## src/hdl/mip_pkg.sv

```systemverilog
package mip_pkg;

  // Field widths fixed by the interface
  localparam int OPCODE_WIDTH    = 2;
  localparam int IN_SAMPLE_WIDTH = 32;
  localparam int PRED_WIDTH      = 41;
  localparam int NUM_POINTS      = 4;

  // Arithmetic precision
  localparam int SAMPLE_WIDTH     = 32;
  localparam int WEIGHT_FRAC_BITS = 6;

  // Partner factors are quarter units, so three of them give 1/64 units
  localparam int FAC_WIDTH       = 5;
  localparam int BASE_FRAC_BITS  = 6;
  localparam int BASE_WEIGHT_W   = 9;
  localparam int WEIGHT_SHIFT    = WEIGHT_FRAC_BITS - BASE_FRAC_BITS;
  localparam int WEIGHT_WIDTH    = BASE_WEIGHT_W + WEIGHT_SHIFT;
  localparam int PROD_WIDTH      = WEIGHT_WIDTH + SAMPLE_WIDTH;
  localparam int SUM_GROWTH      = PROD_WIDTH + 2;
  localparam int SUM_WIDTH       = (SUM_GROWTH > PRED_WIDTH) ? SUM_GROWTH : PRED_WIDTH;
  localparam int EXT_WIDTH       = (SAMPLE_WIDTH > IN_SAMPLE_WIDTH) ?
                                   SAMPLE_WIDTH : IN_SAMPLE_WIDTH;

  typedef enum logic [OPCODE_WIDTH-1:0] {
    OP_CUBIC    = 2'd0,
    OP_QUAD     = 2'd1,
    OP_EXTRAP   = 2'd2,
    OP_RESERVED = 2'd3
  } opcode_t;

  typedef logic signed [FAC_WIDTH-1:0]     factor_t;
  typedef logic signed [BASE_WEIGHT_W-1:0] base_weight_t;
  typedef logic signed [WEIGHT_WIDTH-1:0]  weight_t;
  typedef logic signed [SAMPLE_WIDTH-1:0]  sample_t;
  typedef logic signed [PROD_WIDTH-1:0]    product_t;
  typedef logic signed [SUM_WIDTH-1:0]     sum_t;

  typedef weight_t  weight_set_t  [NUM_POINTS];
  typedef sample_t  sample_set_t  [NUM_POINTS];
  typedef product_t product_set_t [NUM_POINTS];

  // Row = weighted point, column = partner
  localparam factor_t FAC_CUBIC [NUM_POINTS][NUM_POINTS] = '{
    '{ 5'sd0, -5'sd2,  5'sd1,  5'sd2},
    '{ 5'sd6,  5'sd0,  5'sd2,  5'sd3},
    '{ 5'sd3,  5'sd2,  5'sd0,  5'sd6},
    '{ 5'sd2,  5'sd1, -5'sd2,  5'sd0}
  };
  localparam factor_t FAC_QUAD [NUM_POINTS][NUM_POINTS] = '{
    '{ 5'sd0, -5'sd2,  5'sd1,  5'sd0},
    '{ 5'sd6,  5'sd0,  5'sd2,  5'sd0},
    '{ 5'sd3,  5'sd2,  5'sd0,  5'sd0},
    '{ 5'sd0,  5'sd0,  5'sd0,  5'sd0}
  };
  localparam factor_t FAC_EXTRAP [NUM_POINTS][NUM_POINTS] = '{
    '{ 5'sd0, -5'sd6, -5'sd1,  5'sd0},
    '{ 5'sd10, 5'sd0, -5'sd2,  5'sd0},
    '{ 5'sd5,  5'sd6,  5'sd0,  5'sd0},
    '{ 5'sd0,  5'sd0,  5'sd0,  5'sd0}
  };

  localparam factor_t FAC_ONE = 5'sd4;

  function automatic factor_t partner_factor(opcode_t op, logic [1:0] k, logic [1:0] j);
    factor_t f;
    case (op)
      OP_CUBIC:  f = FAC_CUBIC[k][j];
      OP_QUAD:   f = FAC_QUAD[k][j];
      OP_EXTRAP: f = FAC_EXTRAP[k][j];
      default:   f = FAC_ONE;
    endcase
    return f;
  endfunction

  // Sign-extend a sample port value from IN_SAMPLE_WIDTH bits
  function automatic sample_t sext_sample(logic [IN_SAMPLE_WIDTH-1:0] x);
    logic signed [EXT_WIDTH-1:0] t;
    t = EXT_WIDTH'(signed'(x));
    return signed'(t[SAMPLE_WIDTH-1:0]);
  endfunction

endpackage

```

## src/hdl/mip_weight_gen.sv

```systemverilog
module mip_weight_gen (
  input  mip_pkg::opcode_t     op,
  input  logic [3:0]           vld,
  output mip_pkg::weight_set_t weight
);

  logic [3:0] pts;

  // Absent fourth point acts as masked: factor one, weight zero
  always_comb begin
    pts = vld;
    if (op != mip_pkg::OP_CUBIC) begin
      pts[3] = 1'b0;
    end
  end

  for (genvar k = 0; k < mip_pkg::NUM_POINTS; k++) begin : g_point
    mip_pkg::base_weight_t base;
    mip_pkg::factor_t      f [mip_pkg::NUM_POINTS];

    always_comb begin
      for (int j = 0; j < mip_pkg::NUM_POINTS; j++) begin
        if (j == k || !pts[j]) begin
          f[j] = mip_pkg::FAC_ONE;
        end else begin
          f[j] = mip_pkg::partner_factor(op, 2'(k), 2'(j));
        end
      end
    end

    always_comb begin
      base = mip_pkg::base_weight_t'(1);
      if (op == mip_pkg::OP_RESERVED || !pts[k]) begin
        base = '0;
      end else begin
        for (int j = 0; j < mip_pkg::NUM_POINTS; j++) begin
          if (j != k) begin
            base = mip_pkg::base_weight_t'(base * mip_pkg::base_weight_t'(f[j]));
          end
        end
      end
    end

    assign weight[k] = mip_pkg::weight_t'(base) <<< mip_pkg::WEIGHT_SHIFT;
  end

endmodule

```

## src/hdl/masked_interpolation_predictor.sv

```systemverilog
// Channel  | Handshake             | Payload
// ---------+-----------------------+-------------------------------------------
// input    | in_valid / in_ready   | opcode, sample_a..sample_d, valid_a..valid_d
// output   | out_valid / out_ready | prediction
//
// Three register stages: input, weighted products, sum. One transaction per
// cycle is sustained while the output is not stalled.
// The critical path is one 9x32 weight multiply in the product stage.
// Each stage advances when its successor is empty or advancing; an output
// stall backs up through the stages and holds in_ready low only when all are full.
// Synchronous reset clears the stage valid flags only.
module masked_interpolation_predictor (
  input  logic                                clk,
  input  logic                                rst,
  input  logic                                in_valid,
  output logic                                in_ready,
  input  logic [mip_pkg::OPCODE_WIDTH-1:0]    opcode,
  input  logic signed [mip_pkg::IN_SAMPLE_WIDTH-1:0] sample_a,
  input  logic signed [mip_pkg::IN_SAMPLE_WIDTH-1:0] sample_b,
  input  logic signed [mip_pkg::IN_SAMPLE_WIDTH-1:0] sample_c,
  input  logic signed [mip_pkg::IN_SAMPLE_WIDTH-1:0] sample_d,
  input  logic                                valid_a,
  input  logic                                valid_b,
  input  logic                                valid_c,
  input  logic                                valid_d,
  output logic                                out_valid,
  input  logic                                out_ready,
  output logic signed [mip_pkg::PRED_WIDTH-1:0] prediction
);

  // Stage 1: input register
  logic                  in_stage_valid;
  mip_pkg::opcode_t      in_op;
  logic [3:0]            in_vld;
  mip_pkg::sample_set_t  in_sample;

  // Stage 2: products
  logic                  prod_valid;
  mip_pkg::product_set_t prod;

  // Stage 3: result
  mip_pkg::sum_t         sum_next;

  mip_pkg::weight_set_t  weight;
  logic                  prod_ready;
  logic                  out_stage_ready;

  assign out_stage_ready = !out_valid || out_ready;
  assign prod_ready      = !prod_valid || out_stage_ready;
  assign in_ready        = !in_stage_valid || prod_ready;

  always_ff @(posedge clk) begin
    if (rst) begin
      in_stage_valid <= 1'b0;
      prod_valid     <= 1'b0;
      out_valid      <= 1'b0;
    end else begin
      if (in_ready) begin
        in_stage_valid <= in_valid;
      end
      if (prod_ready) begin
        prod_valid <= in_stage_valid;
      end
      if (out_stage_ready) begin
        out_valid <= prod_valid;
      end
    end
  end

  always_ff @(posedge clk) begin
    if (in_ready && in_valid) begin
      in_op        <= mip_pkg::opcode_t'(opcode);
      in_vld       <= {valid_d, valid_c, valid_b, valid_a};
      in_sample[0] <= mip_pkg::sext_sample(sample_a);
      in_sample[1] <= mip_pkg::sext_sample(sample_b);
      in_sample[2] <= mip_pkg::sext_sample(sample_c);
      in_sample[3] <= mip_pkg::sext_sample(sample_d);
    end
  end

  mip_weight_gen u_weight_gen (
    .op     (in_op),
    .vld    (in_vld),
    .weight (weight)
  );

  always_ff @(posedge clk) begin
    if (prod_ready && in_stage_valid) begin
      for (int k = 0; k < mip_pkg::NUM_POINTS; k++) begin
        prod[k] <= mip_pkg::product_t'(weight[k]) * mip_pkg::product_t'(in_sample[k]);
      end
    end
  end

  assign sum_next = mip_pkg::sum_t'(prod[0]) + mip_pkg::sum_t'(prod[1])
                  + mip_pkg::sum_t'(prod[2]) + mip_pkg::sum_t'(prod[3]);

  // Wrap to the output field width
  always_ff @(posedge clk) begin
    if (out_stage_ready && prod_valid) begin
      prediction <= signed'(sum_next[mip_pkg::PRED_WIDTH-1:0]);
    end
  end

endmodule

```

## config.mk

```make
export PLATFORM = sky130hd
export DESIGN_NAME = masked_interpolation_predictor
export DESIGN_NICKNAME = d
export VERILOG_FILES = /design/src/hdl/mip_pkg.sv /design/src/hdl/mip_weight_gen.sv /design/src/hdl/masked_interpolation_predictor.sv
export SDC_FILE = /design/constraint.sdc
export NUM_CORES = 2
export LEC_CHECK = 0
export BUFFER_PORTS_ARGS = -buffer_cell sky130_fd_sc_hd__buf_2
export CORE_MARGIN = 4
export CORE_UTILIZATION = 55
export DETAILED_ROUTE_END_ITERATION = 10
export PLACE_DENSITY_LB_ADDON = 0.12
export REMOVE_ABC_BUFFERS = 1
export SYNTH_ARGS = -nofsm -noshare
export SYNTH_HDL_FRONTEND = slang
export SYNTH_SLANG_ARGS = --single-unit
```

## constraint.sdc

```tcl
create_clock -name clk -period 17.5 [get_ports clk]
set_input_delay 1.75 -clock clk [delete_from_list [all_inputs] [get_ports clk]]
set_output_delay 1.75 -clock clk [all_outputs]
set_load 0.03 [all_outputs]
```

==> impl_results.md <==
* Post-CTS Repair Setup Buffers at 0
* Crit-path max FO at 33
* Result of the run: completed
* CTS buffer count at 44
* Slowest Stage Delay on Critical Path at 0.61 ns
* Slowest-stage cell, CP: sky130_fd_sc_hd__nand2b_1
* DIE AREA at 92300 sq um
* Initial antenna violation count at 4
* Most prevalent standard cell on the critical path: sky130_fd_sc_hd__fa_1
* Area growth from synthesis to layout at 7.37%
* Cell Rows at 108
* CORE AREA at 86800 sq um
* Power density normalized to cell area at 106 nW/um^2
* Yosys warning total at 0
* Endpoints failing setup at 0
* Hold Path End: prod_valid
* End of the worst register-to-register path: prod[0][40]
* Arrival time of the worst setup path at 11.97 ns
* Cell internal pwr at 2.95 mW
* IO Pins at 181
* Clock insertion delay at the later pin of the skew report at 0.65 ns
* Clock power frac at 17.0%
* Static power due to leakage at 25.6 nW
* Number of distinct library cell variants in the gate-level netlist after synthesis at 72
* Number of detailed-route iterations in the first pass at 6
* Average wire length per cell after detail routing at 19.6 um
* Final critical-path required period at 11.59 ns
* Sequential fraction of the synthesis area at 20.6%
* Clock Sink Count at 332
* Period utilisation layout at 66.2%
* Switching fraction of total power at 46.2%
* Path type of the worst min-delay path: reg -> reg
* Residual antenna-violating net count after detailed routing at 0
* Post-CTS Hold Buffers at 0
* H-tree Lvls at 2
* Startpoint type of the worst setup path: flip-flop
* Horizontal die dimension at 304 um
* Least-Margin Pin Slew at 1.20 ns
* Total number of vias at 33273
* Yosys top cell by area: sky130_fd_sc_hd__fa_1
* Switching component of the power at 2.54 mW
* Number of instances in the synthesized netlist at 4632
* Synthesized area at 48100 sq um
* Final layout net count at 6184
* Worst clock skew at 0.0414 ns
* DRT Wirelength at 116 mm
* Final standard cell utilization of the core at 59.6%
* Data required time at the worst endpoint at 17.88 ns
* Maximum VDD drop at 0.000114 V
* Starting DRC count in detailed routing at 2098
* Post-DP HPWL at 91.1 mm
* Post-route DRC violation count at 0
* Proportion of netlist area held by the largest area contributor at 31.5%
* CTS tree: yes
* Top flip-flop cell by instance count after synthesis: sky130_fd_sc_hd__edfxtp_1
* Total global routing overflow at 0
* Root buffer cell: sky130_fd_sc_hd__clkbuf_16
* Via count of the first global-routing pass at 34349
* Max Cap Violations at 0
* Proportion of layout cells with a drive suffix above 1 at 6.85%
* Setup TNS at 0 ns
* Category of the critical setup timing path: reg -> reg
* Diodes inserted at 0
* Final Hold Violating Endpoints at 0
* Setup slack, reg-to-reg at 5.91 ns
* RSZ-0062 raised after global routing: no
* Max-slew violations at 0
* Critical path endpoint category: flip-flop
* Total chip power at 5.48 mW
* Fmax at 86.3 MHz
* Share of flip-flops with an asynchronous set or reset at 0%
* Critical register-to-register path startpoint: in_op[1]
* Vias per cell at 5.63
* HP Start: in_stage_valid
* Initial Util at 55.5%
* Share of total power in sequential cells at 23.9%
* Synthesized area per cell at 10.4 sq um
* First element of the critical path: in_op[1]
* Worst-case reg-to-reg path depth at 38
* Worst slack at placement at 5.93 ns
* Worst slew margin relative to its limit at 20.1%
* Clk slew on worst S/H paths at 0.06 ns
* Cell area after layout at 51700 sq um
* Wire length of the first global-routing pass at 190 mm
* Total global-route track usage at 25.8%
* EDFF count, synth at 329
* I/O Buffers at 178
* Buffers from clock root to sink, at most at 3
* Height of the die at 304 um
* Number of gates resized after CTS at 0
* Combinational group share of total power at 59.1%
* Synth Register Bits at 332
* Pin count of the biggest net entering global routing at 126
* Most area-consuming cells after synthesis: sky130_fd_sc_hd__fa_1, sky130_fd_sc_hd__edfxtp_1, sky130_fd_sc_hd__ha_1
* Hold Crit Depth at 2
* Final RePlAce weighted congestion at 0.910
* Final worst setup slack at 5.91 ns
* Area after DPL at 50200 sq um
## cell type report
type	count	area (sq um)
well taps	1155	1450
clock buffers	49	1120
inverters	767	2880
repair buffers	214	1160
fillers	7534	35100
multi-input cells	3366	34800
flip-flops and latches	332	9940
clock inverters	31	352
## routing by layer
metal,part of all wire [%],up-vias,global-route usage [%]
li1,-,15423,-
met1,45,16909,37.1
met2,47,817,41.7
met3,6.4,124,4.20
met4,2.2,0,5.67
met5,0,-,0
## power groups by stage
stage                     combinational (mW)  clock, mW  sequential, mW
final                                   3.24      0.929            1.31
after global routing                    3.62      0.993            1.32
after detailed placement                3.18          0            1.33
after CTS                               3.21      0.959            1.31
after floorplan                         2.22          0            1.31
after global placement                  3.14          0            1.33
## sequential cells by signal, summed over array words and instances, names as in the netlist
| signal | flops |
|---|---|
| out_valid | 1 |
| prod | 156 |
| in_op | 2 |
| in_sample | 128 |
| in_stage_valid | 1 |
| prod_valid | 1 |
| in_vld | 4 |
| prediction | 39 |
## critical path: cells and delay by family (launching register included)
| kind | cells | cell delay [ns] |
|---|---|---|
| xor+xnor | 3 | 0.43 |
| fa+ha+maj | 14 | 6.11 |
| buf+inv | 6 | 0.65 |
| compound gates | 9 | 2.17 |
| flops | 1 | 0.40 |
| simple gates | 6 | 1.62 |
## logic make-up after synthesis
| group | count (synthesis) | share of synthesized area, % |
|---|---|---|
| flops | 332 | 20.6 |
| simple gates | 1325 | 15.0 |
| buf+inv | 935 | 7.31 |
| fa+ha+maj | 1321 | 46.1 |
| compound gates | 502 | 6.92 |
| xor+xnor | 216 | 3.93 |
| other cells | 1 | 0.00779 |
## worst max path at each step
stage	to	cells past startpoint	slack, ns
after global placement	prod[1][40]	42	6.11
final	prod[0][40]	38	5.91
after floorplan	prod[0][10]	2	3.49
after global routing	prod[1][40]	42	5.27
after CTS	prod[1][40]	42	5.91
after detailed placement	prod[1][40]	42	5.93
## layout by cell type, fill, tap and decap left out, types with 18 or more instances in the layout
cell	n
sky130_fd_sc_hd__or3_1	39
sky130_fd_sc_hd__nor2_1	162
sky130_fd_sc_hd__xnor2_1	156
sky130_fd_sc_hd__nand2b_1	55
sky130_fd_sc_hd__o21a_1	24
sky130_fd_sc_hd__o21bai_1	28
sky130_fd_sc_hd__ha_1	564
sky130_fd_sc_hd__a21oi_1	166
sky130_fd_sc_hd__buf_4	36
sky130_fd_sc_hd__nand2_1	234
sky130_fd_sc_hd__a21o_1	84
sky130_fd_sc_hd__clkbuf_16	44
sky130_fd_sc_hd__nor3_1	32
sky130_fd_sc_hd__fa_1	757
sky130_fd_sc_hd__a211oi_1	22
sky130_fd_sc_hd__inv_1	767
sky130_fd_sc_hd__buf_2	178
sky130_fd_sc_hd__edfxtp_1	329
sky130_fd_sc_hd__and2_1	250
sky130_fd_sc_hd__and3_1	435
sky130_fd_sc_hd__nor2b_1	18
sky130_fd_sc_hd__nand3_1	38
sky130_fd_sc_hd__xor2_1	59
sky130_fd_sc_hd__o21ai_0	63
## synth_stat cells (9+ instances only)
master	count
sky130_fd_sc_hd__nand3_1	38
sky130_fd_sc_hd__xnor2_1	157
sky130_fd_sc_hd__a211oi_1	22
sky130_fd_sc_hd__and3_1	435
sky130_fd_sc_hd__nand2_1	234
sky130_fd_sc_hd__o31ai_1	13
sky130_fd_sc_hd__a31oi_1	11
sky130_fd_sc_hd__fa_1	757
sky130_fd_sc_hd__o21a_1	24
sky130_fd_sc_hd__nor2_1	167
sky130_fd_sc_hd__clkbuf_1	160
sky130_fd_sc_hd__nor2b_1	22
sky130_fd_sc_hd__or3_1	39
sky130_fd_sc_hd__a21boi_0	9
sky130_fd_sc_hd__o21bai_1	28
sky130_fd_sc_hd__nand2b_1	55
sky130_fd_sc_hd__o21ai_0	63
sky130_fd_sc_hd__and2_1	250
sky130_fd_sc_hd__or2_2	16
sky130_fd_sc_hd__nor3_1	35
sky130_fd_sc_hd__nand4_1	14
sky130_fd_sc_hd__edfxtp_1	329
sky130_fd_sc_hd__ha_1	564
sky130_fd_sc_hd__a21o_1	84
sky130_fd_sc_hd__xor2_1	59
sky130_fd_sc_hd__o211ai_1	15
sky130_fd_sc_hd__inv_1	767
sky130_fd_sc_hd__a21oi_1	166
## per-stage QoR
stage / cells / hold slack, ns
after floorplan: 4465 / 0.476
after global placement: 5834 / 0.537
after detailed placement: 5834 / 0.559
after CTS: 5914 / 0.568
after global routing: 5914 / 0.600
final: 5914 / 0.566
Note: power is estimated with default switching activity, not from simulation.
